File: src/design/nse_pkg.sv
package nse_pkg;

    localparam int RECORD_DEPTH_DEF = 64;
    localparam int NAME_LENGTH      = 5;
    localparam int QUEUE_DEPTH      = 2;

    localparam logic       OP_RX   = 1'b0;
    localparam logic       OP_READ = 1'b1;
    localparam logic [7:0] CH_DOLLAR = 8'h24;
    localparam logic [7:0] CH_COMMA  = 8'h2C;
    localparam logic [7:0] CH_ZERO   = 8'h30;

    localparam logic [2:0] KIND_NONE = 3'd0;
    localparam logic [2:0] KIND_GGA  = 3'd1;
    localparam logic [2:0] KIND_GSA  = 3'd2;
    localparam logic [2:0] KIND_GSV  = 3'd3;
    localparam logic [2:0] KIND_RMC  = 3'd4;
    localparam logic [2:0] KIND_VTG  = 3'd5;

    typedef struct packed {
        logic       opcode;
        logic [7:0] rx_byte;
        logic [5:0] read_index;
    } nse_in_t;

    typedef struct packed {
        logic [7:0] read_data;
        logic [2:0] sentence_kind;
        logic       sentence_done;
        logic       field_truncated;
    } nse_out_t;

    typedef enum logic [1:0] {
        PH_WAIT,
        PH_NAME,
        PH_BODY
    } phase_t;

    typedef enum logic [1:0] {
        CMD_NONE,
        CMD_READ,
        CMD_WRITE,
        CMD_PAD
    } cmd_kind_t;

    // one request handed from the front to the back
    typedef struct packed {
        cmd_kind_t  kind;
        logic [7:0] addr;
        logic [7:0] data;
        logic [3:0] pad_count;
        logic       done;
        logic       trunc;
        logic [2:0] skind;
    } nse_cmd_t;

    typedef struct packed {
        logic       hit;
        logic [7:0] pos;
        logic [3:0] width;
    } field_info_t;

    function automatic field_info_t field_lookup(input logic [2:0] kind,
                                                 input logic [3:0] field);
        field_info_t r;
        r = '{hit: 1'b0, pos: 8'd0, width: 4'd0};
        unique case ({kind, field})
            {KIND_GGA, 4'd6}: r = '{1'b1, 8'd0, 4'd1};
            {KIND_GGA, 4'd7}: r = '{1'b1, 8'd1, 4'd2};
            {KIND_GSV, 4'd3}: r = '{1'b1, 8'd3, 4'd2};
            {KIND_RMC, 4'd1}: r = '{1'b1, 8'd28, 4'd6};
            {KIND_RMC, 4'd2}: r = '{1'b1, 8'd5, 4'd1};
            {KIND_RMC, 4'd3}: r = '{1'b1, 8'd6, 4'd10};
            {KIND_RMC, 4'd4}: r = '{1'b1, 8'd16, 4'd1};
            {KIND_RMC, 4'd5}: r = '{1'b1, 8'd17, 4'd10};
            {KIND_RMC, 4'd6}: r = '{1'b1, 8'd27, 4'd1};
            {KIND_RMC, 4'd9}: r = '{1'b1, 8'd34, 4'd6};
            {KIND_VTG, 4'd3}: r = '{1'b1, 8'd40, 4'd5};
            {KIND_VTG, 4'd4}: r = '{1'b1, 8'd45, 4'd6};
            default:          r = '{1'b0, 8'd0, 4'd0};
        endcase
        return r;
    endfunction

    function automatic logic [3:0] last_field(input logic [2:0] kind);
        logic [3:0] r;
        unique case (kind)
            KIND_GGA: r = 4'd7;
            KIND_GSV: r = 4'd3;
            KIND_RMC: r = 4'd9;
            KIND_VTG: r = 4'd4;
            default:  r = 4'd0;
        endcase
        return r;
    endfunction

endpackage

File: src/design/nse_front.sv
module nse_front
    import nse_pkg::*;
(
    input  logic     clk,
    input  logic     rst_n,
    input  logic     in_valid,
    output logic     in_stall,
    input  nse_in_t  in_data,
    output logic     cmd_valid,
    input  logic     cmd_stall,
    output nse_cmd_t cmd
);

    phase_t     phase_reg, phase_next;
    logic [2:0] type_reg, type_next;
    logic [7:0] name_reg [NAME_LENGTH-1];
    logic [2:0] ncount_reg, ncount_next;
    logic [3:0] comma_reg, comma_next;
    logic [3:0] fidx_reg, fidx_next;

    field_info_t fi;
    logic        name_last;
    logic [2:0]  hit;
    logic [7:0]  c;

    assign in_stall  = cmd_stall;
    assign cmd_valid = in_valid;
    assign c         = in_data.rx_byte;
    assign fi        = field_lookup(type_reg, comma_reg);
    assign name_last = (ncount_reg == 3'(NAME_LENGTH - 1));

    always_comb
    begin
        priority if ({name_reg[0], name_reg[1], name_reg[2], name_reg[3], c} == "GPGGA")
            hit = KIND_GGA;
        else if ({name_reg[0], name_reg[1], name_reg[2], name_reg[3], c} == "GPGSA")
            hit = KIND_GSA;
        else if ({name_reg[0], name_reg[1], name_reg[2], name_reg[3], c} == "GPGSV")
            hit = KIND_GSV;
        else if ({name_reg[0], name_reg[1], name_reg[2], name_reg[3], c} == "GPRMC")
            hit = KIND_RMC;
        else if ({name_reg[0], name_reg[1], name_reg[2], name_reg[3], c} == "GPVTG")
            hit = KIND_VTG;
        else
            hit = KIND_NONE;
    end

    always_comb
    begin
        phase_next  = phase_reg;
        type_next   = type_reg;
        ncount_next = ncount_reg;
        comma_next  = comma_reg;
        fidx_next   = fidx_reg;
        cmd         = '{kind: CMD_NONE, addr: 8'd0, data: 8'd0, pad_count: 4'd0,
                        done: 1'b0, trunc: 1'b0, skind: type_reg};
        priority if (in_data.opcode == OP_READ)
        begin
            cmd.kind = CMD_READ;
            cmd.addr = {2'b00, in_data.read_index};
        end
        else if (c == CH_DOLLAR)
        begin
            phase_next  = PH_NAME;
            ncount_next = 3'd0;
        end
        else if (phase_reg == PH_NAME)
        begin
            ncount_next = ncount_reg + 3'd1;
            if (name_last)
            begin
                if (hit != KIND_NONE)
                    type_next = hit;
                if (hit == KIND_NONE || last_field(hit) == 4'd0)
                    phase_next = PH_WAIT;
                else
                begin
                    phase_next = PH_BODY;
                    comma_next = 4'd0;
                    fidx_next  = 4'd0;
                end
            end
        end
        else if (phase_reg == PH_BODY)
        begin
            if (c == CH_COMMA)
            begin
                if (fi.hit)
                begin
                    if (fidx_reg < fi.width)
                    begin
                        cmd.kind      = CMD_PAD;
                        cmd.addr      = fi.pos + 8'(fidx_reg);
                        cmd.pad_count = fi.width - fidx_reg;
                    end
                    if (comma_reg == last_field(type_reg))
                    begin
                        cmd.done   = 1'b1;
                        phase_next = PH_WAIT;
                    end
                end
                if (comma_reg != 4'd15)
                    comma_next = comma_reg + 4'd1;
                fidx_next = 4'd0;
            end
            else if (fi.hit)
            begin
                if (fidx_reg < fi.width)
                begin
                    cmd.kind  = CMD_WRITE;
                    cmd.addr  = fi.pos + 8'(fidx_reg);
                    cmd.data  = c;
                    fidx_next = fidx_reg + 4'd1;
                end
                else
                    cmd.trunc = 1'b1;
            end
        end
        else
            phase_next = PH_WAIT;
        cmd.skind = type_next;
    end

    always_ff @(posedge clk or negedge rst_n)
    begin
        if (!rst_n)
        begin
            phase_reg  <= PH_WAIT;
            type_reg   <= KIND_NONE;
            ncount_reg <= 3'd0;
            comma_reg  <= 4'd0;
            fidx_reg   <= 4'd0;
            for (int i = 0; i < NAME_LENGTH - 1; i++)
                name_reg[i] <= 8'd0;
        end
        else if (in_valid && !in_stall)
        begin
            phase_reg  <= phase_next;
            type_reg   <= type_next;
            ncount_reg <= ncount_next;
            comma_reg  <= comma_next;
            fidx_reg   <= fidx_next;
            if (in_data.opcode == OP_RX && c != CH_DOLLAR && phase_reg == PH_NAME
                && ncount_reg < 3'(NAME_LENGTH - 1))
                name_reg[ncount_reg[1:0]] <= c;
        end
    end

endmodule

File: src/design/nse_queue.sv
module nse_queue
    import nse_pkg::*;
(
    input  logic     clk,
    input  logic     rst_n,
    input  logic     wr_valid,
    output logic     wr_stall,
    input  nse_cmd_t wr_data,
    output logic     rd_valid,
    input  logic     rd_stall,
    output nse_cmd_t rd_data
);

    nse_cmd_t   slot_reg [QUEUE_DEPTH];
    logic       wptr_reg, rptr_reg;
    logic [1:0] count_reg;
    logic       push, pop;

    assign wr_stall = (count_reg == 2'(QUEUE_DEPTH));
    assign rd_valid = (count_reg != 2'd0);
    assign rd_data  = slot_reg[rptr_reg];
    assign push     = wr_valid && !wr_stall;
    assign pop      = rd_valid && !rd_stall;

    always_ff @(posedge clk)
    begin
        if (push)
            slot_reg[wptr_reg] <= wr_data;
    end

    always_ff @(posedge clk or negedge rst_n)
    begin
        if (!rst_n)
        begin
            wptr_reg  <= 1'b0;
            rptr_reg  <= 1'b0;
            count_reg <= 2'd0;
        end
        else
        begin
            if (push)
                wptr_reg <= ~wptr_reg;
            if (pop)
                rptr_reg <= ~rptr_reg;
            count_reg <= count_reg + 2'(push) - 2'(pop);
        end
    end

endmodule

File: src/design/nse_back.sv
module nse_back
    import nse_pkg::*;
#(
    parameter int RECORD_DEPTH = RECORD_DEPTH_DEF
)
(
    input  logic     clk,
    input  logic     rst_n,
    input  logic     cmd_valid,
    output logic     cmd_stall,
    input  nse_cmd_t cmd,
    output logic     out_valid,
    input  logic     out_stall,
    output nse_out_t out_data
);

    localparam int AW = $clog2(RECORD_DEPTH);

    logic [7:0]  mem [RECORD_DEPTH];
    logic [RECORD_DEPTH-1:0] vld_reg;
    logic        busy_reg;
    logic [7:0]  addr_reg;
    logic [3:0]  left_reg;
    nse_out_t    res_reg;
    logic        rd_pend_reg, rd_ok_reg;
    logic [AW-1:0] rd_addr_reg;
    logic [7:0]  rd_q_reg;
    logic        take, in_range_a, in_range_c;

    assign cmd_stall  = busy_reg || (out_valid && out_stall) || rd_pend_reg;
    assign take       = cmd_valid && !cmd_stall;
    assign in_range_a = ({1'b0, addr_reg} < 9'(RECORD_DEPTH));
    assign in_range_c = ({1'b0, cmd.addr} < 9'(RECORD_DEPTH));

    always_ff @(posedge clk)
    begin
        if (busy_reg && in_range_a)
            mem[addr_reg[AW-1:0]] <= CH_ZERO;
        else if (take && cmd.kind == CMD_WRITE && in_range_c)
            mem[cmd.addr[AW-1:0]] <= cmd.data;
        rd_q_reg <= mem[rd_addr_reg];
    end

    always_comb
    begin
        out_data = res_reg;
        if (rd_ok_reg)
            out_data.read_data = vld_reg[rd_addr_reg] ? rd_q_reg : 8'd0;
    end

    always_ff @(posedge clk or negedge rst_n)
    begin
        if (!rst_n)
        begin
            vld_reg     <= '0;
            busy_reg    <= 1'b0;
            addr_reg    <= 8'd0;
            left_reg    <= 4'd0;
            res_reg     <= '0;
            out_valid   <= 1'b0;
            rd_pend_reg <= 1'b0;
            rd_ok_reg   <= 1'b0;
            rd_addr_reg <= '0;
        end
        else
        begin
            rd_pend_reg <= 1'b0;
            if (out_valid && !out_stall)
                out_valid <= 1'b0;
            if (rd_pend_reg)
                out_valid <= 1'b1;
            if (busy_reg)
            begin
                if (in_range_a)
                    vld_reg[addr_reg[AW-1:0]] <= 1'b1;
                addr_reg <= addr_reg + 8'd1;
                left_reg <= left_reg - 4'd1;
                if (left_reg == 4'd1)
                begin
                    busy_reg  <= 1'b0;
                    out_valid <= 1'b1;
                end
            end
            else if (take)
            begin
                res_reg   <= '{read_data: 8'd0, sentence_kind: cmd.skind,
                               sentence_done: cmd.done, field_truncated: cmd.trunc};
                rd_ok_reg <= 1'b0;
                unique case (cmd.kind)
                    CMD_READ:
                    begin
                        rd_addr_reg <= cmd.addr[AW-1:0];
                        rd_ok_reg   <= in_range_c;
                        rd_pend_reg <= 1'b1;
                    end
                    CMD_PAD:
                    begin
                        busy_reg <= 1'b1;
                        addr_reg <= cmd.addr;
                        left_reg <= cmd.pad_count;
                    end
                    CMD_WRITE:
                    begin
                        if (in_range_c)
                            vld_reg[cmd.addr[AW-1:0]] <= 1'b1;
                        out_valid <= 1'b1;
                    end
                    default:
                        out_valid <= 1'b1;
                endcase
            end
        end
    end

endmodule

File: src/design/nmea_sentence_field_extractor.sv
// A field close pads the rest of the field with '0' (up to 10 bytes);
// the record memory writes one padding byte per cycle. The back end
// takes no new request while padding, reading the record or holding a
// stalled result.
// Reset: asynchronous, active low; parser to waiting for '$', record
// reads as zero through per-byte valid flags cleared at reset.
module nmea_sentence_field_extractor
    import nse_pkg::*;
#(
    parameter int RECORD_DEPTH = RECORD_DEPTH_DEF
)
(
    input  logic     clk,
    input  logic     rst_n,
    input  logic     in_valid,
    output logic     in_stall,
    input  nse_in_t  in_data,
    output logic     out_valid,
    input  logic     out_stall,
    output nse_out_t out_data
);

    logic     f_valid, f_stall, q_valid, q_stall;
    nse_cmd_t f_cmd, q_cmd;

    nse_front u_front (
        .clk(clk), .rst_n(rst_n),
        .in_valid(in_valid), .in_stall(in_stall), .in_data(in_data),
        .cmd_valid(f_valid), .cmd_stall(f_stall), .cmd(f_cmd)
    );

    nse_queue u_queue (
        .clk(clk), .rst_n(rst_n),
        .wr_valid(f_valid), .wr_stall(f_stall), .wr_data(f_cmd),
        .rd_valid(q_valid), .rd_stall(q_stall), .rd_data(q_cmd)
    );

    nse_back #(.RECORD_DEPTH(RECORD_DEPTH)) u_back (
        .clk(clk), .rst_n(rst_n),
        .cmd_valid(q_valid), .cmd_stall(q_stall), .cmd(q_cmd),
        .out_valid(out_valid), .out_stall(out_stall), .out_data(out_data)
    );

endmodule

File: config.mk
export PLATFORM = sky130hd
export DESIGN_NAME = nmea_sentence_field_extractor
export DESIGN_NICKNAME = d
export VERILOG_FILES = /design/src/design/nse_pkg.sv /design/src/design/nse_front.sv /design/src/design/nse_queue.sv /design/src/design/nse_back.sv /design/src/design/nmea_sentence_field_extractor.sv
export SDC_FILE = /design/constraint.sdc
export NUM_CORES = 1
export LEC_CHECK = 0
export BUFFER_PORTS_ARGS = -buffer_cell sky130_fd_sc_hd__buf_2
export CAP_MARGIN = 10
export CORE_ASPECT_RATIO = 1.4
export CORE_MARGIN = 2
export CORE_UTILIZATION = 50
export CTS_CLUSTER_DIAMETER = 200
export DETAILED_ROUTE_END_ITERATION = 10
export GPL_ROUTABILITY_DRIVEN = 0
export PLACE_DENSITY_LB_ADDON = 0.05
export SLEW_MARGIN = 20
export SYNTH_ARGS = -nofsm -noshare
export SYNTH_HDL_FRONTEND = slang
export SYNTH_SLANG_ARGS = --single-unit
File: constraint.sdc
create_clock -name clk -period 9.61 [get_ports clk]
set_input_delay 1.4415 -clock clk [delete_from_list [all_inputs] [get_ports clk]]
set_output_delay 1.4415 -clock clk [all_outputs]
set_load 0.05 [all_outputs]
* After elaboration in Yosys (flattened, before gate mapping) *
Memory sizes are Yosys's and may differ from the RTL's. A register that Yosys moved wholly into a read port is not among the register bits.
Cells that the tools add are included.

word-level totals
  register bits after elaboration = 143
  RAM bits = 566
  word-level logic and storage cells = 250
  memories kept = 2

memory list
  name              words  width  read ports  clocked after Yosys merged registers in  wr ports  line             source
  u_back.mem        64     8      1           1                                        1         nse_back.sv:19   logic [7:0] mem [RECORD_DEPTH];
  u_queue.slot_reg  2      27     1           0                                        1         nse_queue.sv:14  nse_cmd_t slot_reg [QUEUE_DEPTH];

cells by class
  add/subtract/negate cells = 9
  order comparisons = 11
  eq/ne operators = 45
  multiplexer cells = 108
  bitwise operators = 8
  reductions and logical operators = 44

operators by type and width
  operator                                             number
  two-way mux 64 bit                                   5
  == test 40 x 39 -> 1 bit (second input constant)     5
  one-hot mux 13 bit (12 select lines)                 1
  bitwise OR 64 bit                                    2
  two-way mux 4 bit                                    25
  two-way mux 24 bit                                   3
  two-way mux 8 bit                                    8
  == test 7 bit (second input constant)                9
  two-way mux 10 bit                                   4
  two-way mux 18 bit                                   2
  two-way mux 3 bit                                    12
  bitwise mux 32 bit                                   1
  one-hot mux 4 bit (4 select lines)                   2
  two-way mux 1 bit                                    29
  < comparator 6 x 7 -> 1 bit (second input constant)  3
  nonzero test 2 bit                                   9
  demux 8 bit (select 2 bit)                           1
  == test 8 x 6 -> 1 bit (second input constant)       2
  < comparator 8 x 7 -> 1 bit (second input constant)  2
  two-way mux 2 bit                                    8
  AND reduction 8 bit                                  2
  == test 3 bit (second input constant)                5
  == test 7 x 5 -> 1 bit (second input constant)       2
  two-way mux 14 bit                                   1
  45 further kinds                                     82

* Logic depth before layout (Yosys ltp) *
  word-level depth = 18
  mapped depth = 15
  gate-level depth less buffers = 14

* By module *
Synthesis repeated with hierarchy kept, for this count alone.

second synthesis, totals
  cells, all modules = 1876
  area, all modules = 30714.5 sq um

modules (own cells, without submodules)
  module     instances  cells an instance  area an instance (sq um)  seq. area each (sq um)
  nse_back   1          1403               24878.9                   17812.1
  nse_front  1          371                3579.7                    1201.2
  nse_queue  1          102                2255.9                    1721.7

* Least setup slack after synthesis *
Ideal clock, no wire load.

  path type = input to register
  from = input port out_stall
  to = memory u_back.mem[0][0] (data pin)
  library setup time = 0.499 ns
  data arrival time = 3.829 ns
  data required time = 9.111 ns
  slack = 5.282 ns
  stages on the path = 5
  buffers on the path = 2
  path through = a21oi_1 o2111ai_2 buf_4 buf_4 nor2_1

on the way
  cells in the longest elaborated chain, start to end = 12

RTL lines
  item                                     line                                 source
  from (decl)                              nmea_sentence_field_extractor.sv:19  input logic out_stall,
  logical AND 1 bit                        nse_back.sv:30                       assign cmd_stall = busy_reg || (out_valid && out_stall) || rd_pend_reg;
  logical OR 1 bit (2 in series)           nse_back.sv:30
  zero test 1 bit                          nse_back.sv:31                       assign take = cmd_valid && !cmd_stall;
  logical AND 1 bit                        nse_back.sv:31
  logical AND 1 bit (2 in series)          nse_back.sv:39                       else if (take && cmd.kind == CMD_WRITE && in_range_c)
  two-way mux 1 bit                        nse_back.sv:39
  two-way mux 1 bit                        nse_back.sv:37                       if (busy_reg && in_range_a)
  two-way mux 1 bit (not written as such)  nse_back.sv:40                       mem[cmd.addr[AW-1:0]] <= cmd.data;
  OR reduction 8 bit (no line)             -
  two-way mux 8 bit (no line)              -
  to (decl)                                nse_back.sv:19

Every way passes these cells.

==> impl_metrics.tcl <==
set metrics [dict create \
    layout_common_cells "564 x edfxtp_1, 165 x mux4_2, 138 x dfrtp_1" \
    place_inst 2488 \
    io_pins 34 \
    drtIter0Drc 1277 \
    vias 16139 \
    finalSetupTns_ns 0 \
    period_share_pct 58.7 \
    maxCapViolCount 0 \
    netlist_instances 1766 \
    core_um2 59700 \
    yosys_warnings 0 \
    synth_seq_area_share_pct 68.5 \
    cts.repair.resized 0 \
    setup.worst_path.end_class "primary output" \
    layout.nets 1853 \
    antenna_found_initial 0 \
    grt_pass1_wl_um 107000 \
    rrSetupSlack_ns 5.49 \
    cp.arrival_ns 4.20 \
    root_buffer "clkbuf_16" \
    fp.dieH_um 295 \
    final_common_cell "edfxtp_1" \
    syn2layout_area_growth_pct 10.9 \
    diodes 0 \
    critical_path.startpoint_type "flop" \
    hold_viol 0 \
    clock.fmax_ghz 0.177 \
    drive_above_1_share_pct 21.3 \
    syn_area_um2 30200 \
    wire_per_inst_um 27.0 \
    hold_depth 1 \
    async_reset_ff_share_pct 20.0 \
    criticalPathCategory "reg2out" \
    hp-class "reg2reg" \
    cts_tree "yes" \
    cts_hold_buf 0 \
    dpl_cell_area_um2 31100 \
    grt_use_total_pct 23.3 \
    avgSynthCellArea_um2 17.1 \
    stdcell_count 2619 \
    synth-edff-count 564 \
    start_util_pct 50.6 \
    fin_crit_ns 5.64 \
    routed_wl_um 70600 \
    finalMaxSlewViolations 0 \
    fillers 4647 \
    stdcell_area_um2 33500 \
    insertion_delay_ns 0.61 \
    chipWidth_um 212 \
    cp_max_fo 78 \
    multi_input_area_um2 8980 \
    vdd_drop_max_v 0.000185 \
    largest_reg_flops 512 \
    vias_per_cell 6.16 \
    cts.clk_slew.worst_paths_ns 0.07 \
    cp.required_ns 8.17 \
    synth_cell_types 78 \
    htree_num_levels 3 \
    setup_violations 0 \
    leakagePower_nw 11.6 \
    ys_ff_latch 715 \
    worst_pin_slew_ns 1.11 \
    drc 0 \
    port_buffers 33 \
    slew_headroom_pct 26.1 \
    fin_skew_ns 0.0197 \
    rr_endpoint "u_queue.slot_reg[0][5]" \
    clock-sinks 715 \
    cts_buffers 71 \
    clock_path_buffers 3 \
    min_to "u_back.vld_reg[60]" \
    reg2regPathDepth 14 \
    detailed_place_hpwl_um 45900 \
    powerDensity_nw_per_um2 273 \
    seqCellArea_um2 20700 \
    grt_pass1_vias 16670 \
    rsz0062_at_grt "false" \
    synth_flop_cell "edfxtp_1" \
    grt-ovfl-total 0 \
    outcome "complete, no violations" \
    r2r-start "u_front.comma_reg[0]" \
    min_from "u_back.vld_reg[60]" \
    grt_max_degree 79 \
    drtAntennaViolNets 0 \
    die-area_um2 62400 \
    rows 106 \
    postCtsSetupBuffers 0 \
    firstDrtPassIters 5 \
]
[critical path: stages, from the launching register on]
cell and delay (ns):
dfrtp_4 0.80, buf_4 0.92, mux4_2 0.38, a32o_1 0.18
a31oi_1 0.04, and3_1 0.22, o311ai_2 0.55, and2_1 0.22
buf_2 0.26
[cell families after synthesis]
family,count (synthesis),share of synthesized area [%]
buffers and inverters,127,2.05
AND/OR/NAND/NOR,368,6.08
adder cells (fa/ha/maj),28,1.21
AO/OA/AOI/OAI,268,6.27
multiplexers,245,15.5
other,1,0.0124
flip-flops,715,68.5
XOR/XNOR,14,0.406
[metrics by stage]
step	hold slack [ns]	setup WS (ns)	power [mW]	utilization [%]
final	0.473	3.97	9.15	56.1
after global routing	0.480	3.68	9.52	56.1
after CTS	0.475	3.89	9.23	56.0
after detailed placement	0.458	4.55	6.46	52.1
after global placement	0.454	4.60	6.44	52.1
after floorplan	0.434	5.28	5.68	-
[final cells by class]
type	instances	area share, %
inverter	32	0.359
timing repair buffer	61	1.20
tap	756	2.83
multi-input combinational	925	26.8
clock buffer	102	6.09
sequential	715	61.8
clock inverter	28	0.867
[cell usage after synthesis, types with 4 or more instances]
| cell | count | area (µm²) |
|---|---|---|
| a211oi_1 | 5 | 37.5 |
| and3_1 | 10 | 62.6 |
| buf_6 | 7 | 78.8 |
| edfxtp_1 | 564 | 16900 |
| dfrtp_1 | 143 | 3580 |
| o22ai_1 | 5 | 31.3 |
| a22oi_1 | 51 | 383 |
| buf_2 | 35 | 175 |
| nand4_1 | 10 | 62.6 |
| or2_2 | 9 | 56.3 |
| nor3_1 | 30 | 150 |
| a21o_1 | 9 | 67.6 |
| dfxtp_1 | 8 | 160 |
| nor2b_1 | 10 | 62.6 |
| nor3b_1 | 12 | 90.1 |
| a31oi_1 | 9 | 56.3 |
| a21oi_1 | 34 | 170 |
| o21bai_1 | 65 | 488 |
| nand3_1 | 16 | 80.1 |
| mux4_1 | 7 | 184 |
| xnor2_1 | 8 | 70.1 |
| o21ai_0 | 37 | 185 |
| buf_4 | 12 | 90.1 |
| nand2_1 | 76 | 285 |
| and2_1 | 19 | 119 |
| o211ai_1 | 9 | 67.6 |
| mux4_2 | 165 | 3720 |
| buf_1 | 11 | 41.3 |
| clkbuf_1 | 30 | 113 |
| nor4bb_1 | 4 | 40.0 |
| mux2_2 | 33 | 372 |
| nand2b_1 | 12 | 75.1 |
| inv_1 | 32 | 120 |
| xor2_1 | 6 | 52.6 |
| nor2_1 | 132 | 495 |
| and3b_1 | 4 | 35.0 |
| mux2i_1 | 39 | 390 |
| ha_1 | 26 | 325 |
| a22o_1 | 9 | 78.8 |
[per-layer routing]
metal  up-vias  global-route usage [%]  share of wire (%)
met5         -                       0                  0
met4         0                    8.24                3.0
met3       107                    2.78                4.0
met2       488                    41.3                 53
met1      8446                    29.7                 40
li1       7098                       -                  -
[power breakdown]
group | internal (mW) | switching, mW | leakage [nW]
logic | 1.07 | 1.41 | 3.37
registers | 3.63 | 0.259 | 7.08
clock network | 1.62 | 1.15 | 1.12
[worst max path at each step]
stage | startpoint | to | slack (ns) | depth (start not counted)
2_1_floorplan | out_stall | u_back.mem[0][0] | 5.28 | 5
3_3_place_gp | u_back.rd_addr_reg[1] | out_data[6] | 4.60 | 8
3_5_place_dp | u_back.rd_addr_reg[1] | out_data[12] | 4.55 | 8
4_1_cts | u_back.rd_addr_reg[1] | out_data[12] | 3.89 | 8
5_1_grt | u_back.rd_addr_reg[1] | out_data[12] | 3.68 | 8
6_report | u_back.rd_addr_reg[1] | out_data[12] | 3.97 | 8
(Power assumes the default switching activity.)
